$ cat src/rtl/cth_pkg.sv
// Shared types, constants and character-class helpers for the checkpoint token hasher.
// No dependencies; imported by cth_step and checkpoint_token_hasher.

package cth_pkg;

    // Hash and tag constants
    localparam logic [31:0] FNV_PRIME     = 32'd16777619;
    localparam logic [31:0] FNV_BASIS     = 32'd2166136261;
    localparam logic [63:0] TAG_PREFIX    = 64'h4E43455700000000;
    localparam logic [63:0] TAG_LOW_MASK  = 64'h00000000FFFFFFFF;

    // Marker " CKPT " length and the characters that matter
    localparam logic [2:0] MARK_LEN = 3'd6;
    localparam logic [7:0] CH_NUL   = 8'h00;
    localparam logic [7:0] CH_TAB   = 8'h09;
    localparam logic [7:0] CH_LF    = 8'h0A;
    localparam logic [7:0] CH_CR    = 8'h0D;
    localparam logic [7:0] CH_SPACE = 8'h20;
    localparam logic [7:0] CH_C     = 8'h43;
    localparam logic [7:0] CH_K     = 8'h4B;
    localparam logic [7:0] CH_P     = 8'h50;
    localparam logic [7:0] CH_T     = 8'h54;

    typedef enum logic [2:0] {
        PH_SEARCH     = 3'd0,
        PH_TOK1_EMPTY = 3'd1,
        PH_TOK1       = 3'd2,
        PH_BLANKS     = 3'd3,
        PH_TOK2       = 3'd4,
        PH_DONE       = 3'd5,
        PH_FAIL       = 3'd6
    } phase_t;

    typedef struct packed {
        phase_t      phase;
        logic [2:0]  marker_pos;
        logic [31:0] hash;
    } cth_state_t;

    typedef struct packed {
        logic        found;
        logic [63:0] tag;
    } cth_result_t;

    localparam cth_state_t STATE_RESET = '{phase: PH_SEARCH, marker_pos: 3'd0, hash: FNV_BASIS};

    // Expected marker character at a given match position
    function automatic logic [7:0] mark_byte(input logic [2:0] pos);
        logic [7:0] ch;
        begin
            case (pos)
                3'd0:    ch = CH_SPACE;
                3'd1:    ch = CH_C;
                3'd2:    ch = CH_K;
                3'd3:    ch = CH_P;
                3'd4:    ch = CH_T;
                3'd5:    ch = CH_SPACE;
                default: ch = CH_NUL;
            endcase
            return ch;
        end
    endfunction

    function automatic logic is_blank(input logic [7:0] b);
        return (b == CH_SPACE) || (b == CH_TAB);
    endfunction

    function automatic logic is_delim(input logic [7:0] b);
        return b inside {CH_NUL, CH_SPACE, CH_TAB, CH_CR, CH_LF};
    endfunction

endpackage

$ cat src/rtl/checkpoint_token_hasher.sv
// Checkpoint token hasher: finds " CKPT ", hashes the next two tokens with FNV-1a 32.
// Result path to m_axis: input register, then result register.
// Throughput: one item per cycle while no closing item stalls; one 32x32 multiply per step.
// A result register stalls only the item that closes a text; other items flow on.
// Reset (rst_n low, asynchronous) empties both registers and returns the parser to search.
// Depends on cth_pkg and cth_step.

module checkpoint_token_hasher
    import cth_pkg::*;
(
    input  logic        clk,
    input  logic        rst_n,
    input  logic        s_axis_tvalid,
    output logic        s_axis_tready,
    input  logic [7:0]  s_axis_tdata,   // [7:0] text_byte
    input  logic        s_axis_tuser,   // [0] byte_present
    input  logic        s_axis_tlast,   // last_byte
    output logic        m_axis_tvalid,
    input  logic        m_axis_tready,
    output logic [63:0] m_axis_tdata,   // [63:0] witness_tag
    output logic        m_axis_tuser    // [0] found
);

    logic        in_valid_reg;
    logic [7:0]  in_byte_reg;
    logic        in_present_reg;
    logic        in_last_reg;
    cth_state_t  state_reg;
    cth_state_t  state_next;
    cth_result_t step_result;
    logic        out_valid_reg;
    logic        out_found_reg;
    logic [63:0] out_tag_reg;
    logic        out_free;
    logic        in_fire;
    logic        out_load;

    // Handshake control
    assign out_free      = !out_valid_reg || m_axis_tready;
    assign in_fire       = in_valid_reg && (!in_last_reg || out_free);
    assign out_load      = in_fire && in_last_reg;
    assign s_axis_tready = !in_valid_reg || in_fire;

    cth_step u_step (
        .cur          (state_reg),
        .text_byte    (in_byte_reg),
        .byte_present (in_present_reg),
        .last_byte    (in_last_reg),
        .nxt          (state_next),
        .result       (step_result)
    );

    // Input register
    always_ff @(posedge clk or negedge rst_n)
    begin
        if (!rst_n)
        begin
            in_valid_reg <= 1'b0;
        end
        else if (s_axis_tready)
        begin
            in_valid_reg <= s_axis_tvalid;
        end
    end

    always_ff @(posedge clk)
    begin
        if (s_axis_tready && s_axis_tvalid)
        begin
            in_byte_reg    <= s_axis_tdata;
            in_present_reg <= s_axis_tuser;
            in_last_reg    <= s_axis_tlast;
        end
    end

    // Parser state: advance on every processed item
    always_ff @(posedge clk or negedge rst_n)
    begin
        if (!rst_n)
        begin
            state_reg <= STATE_RESET;
        end
        else if (in_fire)
        begin
            state_reg <= state_next;
        end
    end

    // Result register
    always_ff @(posedge clk or negedge rst_n)
    begin
        if (!rst_n)
        begin
            out_valid_reg <= 1'b0;
        end
        else if (out_load)
        begin
            out_valid_reg <= 1'b1;
        end
        else if (m_axis_tready)
        begin
            out_valid_reg <= 1'b0;
        end
    end

    always_ff @(posedge clk)
    begin
        if (out_load)
        begin
            out_found_reg <= step_result.found;
            out_tag_reg   <= step_result.tag;
        end
    end

    assign m_axis_tvalid = out_valid_reg;
    assign m_axis_tdata  = out_tag_reg;
    assign m_axis_tuser  = out_found_reg;

    // A found result always carries the tag prefix in the upper word
    assert property (@(posedge clk) disable iff (!rst_n)
        (m_axis_tvalid && m_axis_tuser) |-> (m_axis_tdata[63:32] == TAG_PREFIX[63:32]))
        else $error("found result without tag prefix");

    // A failed result carries a zero tag
    assert property (@(posedge clk) disable iff (!rst_n)
        (m_axis_tvalid && !m_axis_tuser) |-> (m_axis_tdata == 64'd0))
        else $error("failed result with non-zero tag");

    // The parser returns to its reset state after the closing item of a text
    assert property (@(posedge clk) disable iff (!rst_n)
        (in_fire && in_last_reg) |=> (state_reg == STATE_RESET))
        else $error("parser state not cleared after end of text");

    // Once past the search phase the whole marker has been matched
    assert property (@(posedge clk) disable iff (!rst_n)
        (state_reg.phase != PH_SEARCH) |-> (state_reg.marker_pos == MARK_LEN))
        else $error("parser left search without a full marker match");

endmodule

$ cat src/rtl/cth_step.sv
// Per-byte parser and FNV-1a hash step: next state and result from the current state.
// Depends on cth_pkg.

module cth_step
    import cth_pkg::*;
(
    input  cth_state_t  cur,
    input  logic [7:0]  text_byte,
    input  logic        byte_present,
    input  logic        last_byte,
    output cth_state_t  nxt,
    output cth_result_t result
);

    logic        do_mix;
    logic [7:0]  mix_b;
    logic [31:0] mixed;
    logic [31:0] mixed_hash;
    cth_state_t  consumed;
    logic        ok;

    // One FNV-1a round on the selected byte
    assign mixed      = cur.hash ^ {24'd0, mix_b};
    assign mixed_hash = mixed * FNV_PRIME;

    // Parse one byte
    always_comb
    begin
        consumed = cur;
        do_mix   = 1'b0;
        mix_b    = text_byte;
        if (byte_present)
        begin
            case (cur.phase)
                PH_SEARCH:
                begin
                    if ((cur.marker_pos < MARK_LEN) && (text_byte == mark_byte(cur.marker_pos)))
                    begin
                        consumed.marker_pos = cur.marker_pos + 3'd1;
                        if (cur.marker_pos + 3'd1 == MARK_LEN)
                        begin
                            consumed.phase = PH_TOK1_EMPTY;
                        end
                    end
                    else
                    begin
                        consumed.marker_pos = (text_byte == CH_SPACE) ? 3'd1 : 3'd0;
                    end
                end
                PH_TOK1_EMPTY:
                begin
                    if (is_delim(text_byte))
                    begin
                        consumed.phase = PH_FAIL;
                    end
                    else
                    begin
                        do_mix         = 1'b1;
                        consumed.phase = PH_TOK1;
                    end
                end
                PH_TOK1:
                begin
                    if (is_blank(text_byte))
                    begin
                        // fold a single space for the whole blank run
                        do_mix         = 1'b1;
                        mix_b          = CH_SPACE;
                        consumed.phase = PH_BLANKS;
                    end
                    else if (is_delim(text_byte))
                    begin
                        consumed.phase = PH_FAIL;
                    end
                    else
                    begin
                        do_mix = 1'b1;
                    end
                end
                PH_BLANKS:
                begin
                    if (is_blank(text_byte))
                    begin
                        consumed.phase = PH_BLANKS;
                    end
                    else if (is_delim(text_byte))
                    begin
                        consumed.phase = PH_FAIL;
                    end
                    else
                    begin
                        do_mix         = 1'b1;
                        consumed.phase = PH_TOK2;
                    end
                end
                PH_TOK2:
                begin
                    if (is_delim(text_byte))
                    begin
                        consumed.phase = PH_DONE;
                    end
                    else
                    begin
                        do_mix = 1'b1;
                    end
                end
                PH_DONE:
                begin
                    consumed.phase = PH_DONE;
                end
                default:
                begin
                    consumed.phase = PH_FAIL;
                end
            endcase
        end
        if (do_mix)
        begin
            consumed.hash = mixed_hash;
        end
    end

    // Form the result and return to reset at the end of the text
    always_comb
    begin
        ok           = (consumed.phase == PH_TOK2) || (consumed.phase == PH_DONE);
        result.found = ok;
        result.tag   = ok ? (TAG_PREFIX | ({32'd0, consumed.hash} & TAG_LOW_MASK)) : 64'd0;
        nxt          = last_byte ? STATE_RESET : consumed;
    end

endmodule
$ cat config.mk
export PLATFORM = sky130hd
export DESIGN_NAME = checkpoint_token_hasher
export DESIGN_NICKNAME = d
export VERILOG_FILES = /design/src/rtl/cth_pkg.sv /design/src/rtl/checkpoint_token_hasher.sv /design/src/rtl/cth_step.sv
export SDC_FILE = /design/constraint.sdc
export NUM_CORES = 1
export LEC_CHECK = 0
export ABC_AREA = 0
export BUFFER_PORTS_ARGS = -buffer_cell sky130_fd_sc_hd__buf_2
export CAP_MARGIN = 20
export CELL_PAD_IN_SITES_DETAIL_PLACEMENT = 1
export CELL_PAD_IN_SITES_GLOBAL_PLACEMENT = 1
export CORE_MARGIN = 8
export CORE_UTILIZATION = 52
export CTS_CLUSTER_SIZE = 20
export DETAILED_ROUTE_END_ITERATION = 6
export PLACE_DENSITY = 0.93
export SLEW_MARGIN = 5
export SYNTH_ARGS = -nofsm -noshare
export SYNTH_HDL_FRONTEND = slang
export SYNTH_SLANG_ARGS = --single-unit
$ cat constraint.sdc
create_clock -name clk -period 10.4 [get_ports clk]
set_clock_uncertainty 0.15 [all_clocks]
set_input_delay 3.12 -clock clk [delete_from_list [all_inputs] [get_ports clk]]
set_output_delay 3.12 -clock clk [all_outputs]
set_load 0.01 [all_outputs]
# == Word-level counts from Yosys, hierarchy flattened ==
# Index checks and enable logic that the tools add are counted.
# word_totals
register_bits,115
in_bits,14
wordCells,84
# classes
muxes,29
n_addsub,1
n_mul,1
magnitude_cmp,1
n_reduce_logical,22
eq_ne,18
bitwise_logic,1
# op_table
op,n
$mux W63,1
$mux W8,5
$mux W38,1
$pmux W7 S5,1
$mul A32 B25 Y32 const B,1
$mux W32,1
$xor A32 B8 Y32,1
$mux W3,9
$eq A8 B4 Y1 const B,3
$eq A3 B3 Y1 const B,7
$pmux W3 S6,1
$eq A3 B2 Y1 const B,4
$eq A8 B6 Y1 const B,1
$eq A8 B8 Y1,1
$logic_not A8 Y1,1
$mux W1,7
$eq A3 B1 Y1 const B,2
$logic_not A3 Y1,2
$mux W6,1
$reduce_bool A2 Y1,3
$logic_or A1 B1 Y1,5
$reduce_bool A5 Y1,1
$logic_and A1 B1 Y1,4
$reduce_or A2 Y1,2
6 further kinds,8

# == Depth between registers and ports, before layout ==
# depth
word_depth,13
mapped_depth,26

# == Modules after synthesis ==
# Synthesis repeated with hierarchy kept, for this count alone.
# hier_totals
hier_cells,1203
hier_area_um2,11856.4
# by_module_without_submodules
mod,seq_area_each_um2,cells_per_inst,n_inst,area_per_inst_um2
cth_step,0.0,902,1,7307.0
checkpoint_token_hasher,3270.6,301,1,4549.4

# == Worst setup path after synthesis ==
# No wires, ideal clock.
# synth_path
kind,flip-flop to flip-flop
start,register in_byte_reg[7]
end,"register out_tag_reg[31], in the netlist m_axis_tdata[31], data pin"
synth_period_minus_slack_ns,6.748
arrival_time_ns,6.324
stages_incl_launch_ff,25
required_ns,9.976
setup_ns,0.274
n_path_buf,1
path_slack_ns,3.652
path_cell_list,edfxtp_1 > or3_1 > a2111oi_4 > and2_1 > a21oi_1 > xnor2_1 > ha_1 > ha_1 > fa_1 > ha_1 > fa_1 > ha_1 > inv_1 > fa_1 > inv_1 > ha_1 > clkbuf_1 > nand2_1 > o21ai_0 > a221oi_1 > o31ai_2 > o21a_1 > a211o_1 > nor3_1 > nor4b_2
# synth_between
elab_chain_len,8
elab_cells_between_ends,32
classes_between,mul (1); eq/ne (7); mux (18); bitwise (1); reduce/logical (5)
# synth_rtl
item,line_no,text
from (decl),checkpoint_token_hasher.sv:25,logic [7:0] in_byte_reg;
from (signal assigned),checkpoint_token_hasher.sv:70,in_byte_reg <= s_axis_tdata;
"$eq A8 B6 Y1, or another cell as far along","cth_pkg.sv:65, cth_pkg.sv:69",
$logic_or A1 B1 Y1 / $reduce_bool A5 Y1 (equally long branches),"cth_pkg.sv:65, cth_pkg.sv:69",
"$mux W8, or another cell as far along",cth_step.sv:64,if (is_blank(text_byte))
"$mux W8, or another cell as far along",cth_step.sv:34,case (cur.phase)
$mux W8 / $pmux W3 S6 (equally long branches),"cth_step.sv:32, cth_step.sv:34",
$xor A32 B8 Y32 / $mux W6 (equally long branches),"cth_step.sv:23, cth_step.sv:32",
$mul A32 B25 Y32 / $eq A3 B3 Y1 (equally long branches),"cth_step.sv:24, cth_step.sv:126",
$mux W32 / $logic_or A1 B1 Y1 (equally long branches),"cth_step.sv:117, cth_step.sv:126",
to (signal assigned),checkpoint_token_hasher.sv:111,out_tag_reg <= step_result.tag;
to (decl),checkpoint_token_hasher.sv:33,logic [63:0] out_tag_reg;
# Several ways; a longest one is shown, not always the timed one. The select of a mux whose other input is x is not followed.
# A chain may end at the register's enable or synchronous reset.

# == Final worst setup path ==
# layout_path
start,register in_byte_reg[7]
end,"register out_tag_reg[24], in the netlist m_axis_tdata[24], data pin"
# Same word-level chain as after synthesis.

==> flow_metrics.py <==
metrics = {
    "logic_synthesis": {
        "yosys.area.top_type_share_pct": 23.43,
        "yosys.area.top_type": "ha_1",
        "netlist_area_um2": 10090,
        "netlist_instances": 1058,
        "synth_area_leaders": "ha_1 23%, fa_1 15%, edfxtp_1 13%, inv_1 7.2%, dfrtp_1 6.4%",
        "async_flop_share_pct": 48.19,
        "synth_flop_cell": "edfxtp_1",
        "avgSynthCellArea_um2": 9.541,
        "ys_warn_count": 0,
        "synth_common_cells": "193 x inv_1, 189 x ha_1, 76 x nand2_1, 74 x fa_1, 61 x a21oi_1",
        "synth_edf_count": 43,
        "yosysMostFrequentCell": "inv_1",
        "synth_seq_cells": 83,
        "synth.distinct_cells": 69,
        "ys_seq_area_share_pct": 22.88,
    },
    "die": {
        "coreArea_um2": 19270,
        "dieArea_um2": 24130,
        "start_util_pct": 52.38,
        "die_h_um": 155.3,
        "die_x_um": 155.3,
        "io_pins": 81,
        "rows": 51,
    },
    "global_routing": {
        "grt_max_degree": 45,
        "grt_use_total_pct": 28.44,
        "grt_pass1_wl_um": 52260,
        "grt_pass1_vias": 9437,
        "antenna_found_initial": 0,
        "grt-ovfl-total": 0,
    },
    "cts": {
        "cts_tree": "done",
        "insertion_delay_ps": 370,
        "cts_setup_buffers": 0,
        "cts_resized": 0,
        "cts_root_buf": "clkbuf_16",
        "clockBufferDepth": 2,
        "hold_buffers": 0,
        "h-tree-depth": 3,
        "cts_buffers": 9,
        "cts.sinks": 83,
        "clk_pin_slew_worst_paths_ps": 80,
    },
    "timing": {
        "fin_ws_ps": 2328,
        "hold_viol_final": 0,
        "finalCritPeriodShare_pct": 77.62,
        "tightest_slew_ps": 956.2,
        "fin_crit_ps": 8072,
        "timing.final.max_slew_violations": 0,
        "setup_violations": 0,
        "tns_ps": 0,
        "maxSlewHeadroom_pct": 36.04,
        "fmax_ghz": 0.1239,
        "rsz0062_at_grt": "false",
    },
    "worst_setup_path": {
        "cp_num_buf_inv": 2,
        "cp.arrival_ps": 8010,
        "cp.required_ps": 10330,
        "cp_cell_sequence": "or3_1, a2111oi_4, and2_1, a21oi_1, xnor2_1, ha_1, ha_1, fa_1, ha_1, fa_1, ha_1, inv_1, fa_1, inv_1, ha_1, and4_1, o2111ai_1, a21oi_1, o31ai_1, a21oi_1, nor4b_1, nor4bb_1, o21ai_0",
        "cpMaxStageDelayCell": "fa_1",
        "max_stage_delay_ps": 620,
        "cpMostUsedCell": "ha_1",
        "crit_path_max_fanout": 7,
        "worst_setup_path_start_kind": "flip-flop",
        "worstSetupPathType": "reg -> reg",
        "cp-end-kind": "flip-flop",
        "crit_family": "adder cells",
    },
    "drt": {
        "drcViolationCount": 0,
        "first_pass_iters": 5,
        "wire_per_inst_um": 24.84,
        "vias": 8361,
        "wirelength_um": 33880,
        "drt_iter0_drc": 472,
        "ant_nets": 0,
        "viasPerCell": 6.130,
    },
    "layout": {
        "num_antenna_cells": 0,
        "area_growth_pct": 6.941,
        "nNetsFinal": 1371,
        "nFillCells": 2237,
        "drive_above_1_share_pct": 11.01,
        "largest_reg_flops": 38,
        "postLayoutCellArea_um2": 10800,
    },
    "outcome": {
        "outcome": "complete, no violations",
    },
    "worst_hold_path": {
        "min-delay-path-class": "reg -> reg",
    },
    "place": {
        "port_buffers": 63,
        "dpl.hpwl_um": 25810,
        "dpl_cell_area_um2": 10440,
        "gp_congestion": 0.8836,
        "place_ws_ps": 2420,
    },
    "job": {
        "maxCapViolCount": 0,
    },
}
-- worst reg2reg max path, stage by stage (launching register included) --
cell and delay [ps]:
edfxtp_1 510, or3_1 490, a2111oi_4 380, and2_1 230, a21oi_1 130, xnor2_1 460
ha_1 340, ha_1 320, fa_1 490, ha_1 240, fa_1 630, ha_1 170
inv_1 80, fa_1 560, inv_1 60, ha_1 400, and4_1 300, o2111ai_1 140
a21oi_1 460, o31ai_1 210, a21oi_1 330, nor4b_1 100, nor4bb_1 440, o21ai_0 180
-- cells by family (layout without fill, tap and decap cells) --
group	after synthesis	in the layout	synth area share, %
and+or+nand+nor	209	209	10.21
other	1	17	0.03715
buffers and inverters	255	280	11.24
muxes	5	5	0.4958
AOI/OAI and AO/OA	189	189	12.43
adders and majority gates	263	263	38.10
xor gates and xnor gates	53	53	4.598
DFF	83	83	22.88
-- area by class of cell --
cell class	instances	area [um^2]	area share, %
repair buffers	71	407.9	3.778
well taps	265	331.6	3.071
inverters	193	724.4	6.711
clock buffers	9	225.2	2.086
clock inverters	7	83.83	0.7765
multi-input cells	736	6713	62.18
flip-flops and latches	83	2310	21.40
-- routing by layer --
metal  vias to the layer above  global-route usage [%]  wire [um]
li1                       3579                       -          -
met1                      4166                   29.96      12080
met2                       430                   50.31      16940
met3                       186                   6.130       2507
met4                         0                   19.22       2356
met5                         -                       0          0
-- worst paths after layout --
kind,start,endpoint,slack (ps),depth (start not counted)
min in group asynchronous,rst_n,state_reg[34],2710,2
max,in_byte_reg[7],m_axis_tdata[24],2330,23
max in group asynchronous,rst_n,state_reg[13],6930,2
min,state_reg[1],state_reg[1],400,2
max reg2reg,in_byte_reg[7],m_axis_tdata[24],2330,23
min reg2reg,state_reg[1],state_reg[1],400,2
-- stage by stage --
| stage | utilization (%) | cells | hold WS (ps) |
|---|---|---|---|
| floorplan | - | 1074 | 340.2 |
| global placement | 54.17 | 1346 | 355.6 |
| detailed placement | 54.17 | 1346 | 380.4 |
| CTS | 55.77 | 1362 | 396.8 |
| global route | 56.02 | 1364 | 418.2 |
| finish | 56.02 | 1364 | 397.8 |
-- cell usage in the layout (no fill, tap or decap), types with 5 or more instances in the layout --
cell	count
o21ai_0	42
a21boi_0	5
xor2_1	20
nor3_1	17
a22o_1	5
a211oi_1	8
o31ai_1	5
a21o_1	10
a31oi_1	6
inv_1	193
nor2_1	45
o21a_1	6
xnor2_1	33
nand2_1	76
dfstp_2	14
edfxtp_1	43
mux2i_1	5
conb_1	17
ha_1	189
buf_2	63
fa_1	74
nand3_1	10
buf_4	6
clkbuf_16	9
and2_1	9
a21oi_1	61
dfrtp_1	26
nand2b_1	9
o22a_1	14
or2_2	5
Power is not shown: default switching activity piles up to over one toggle a cycle in this logic, so the estimate is an artifact.
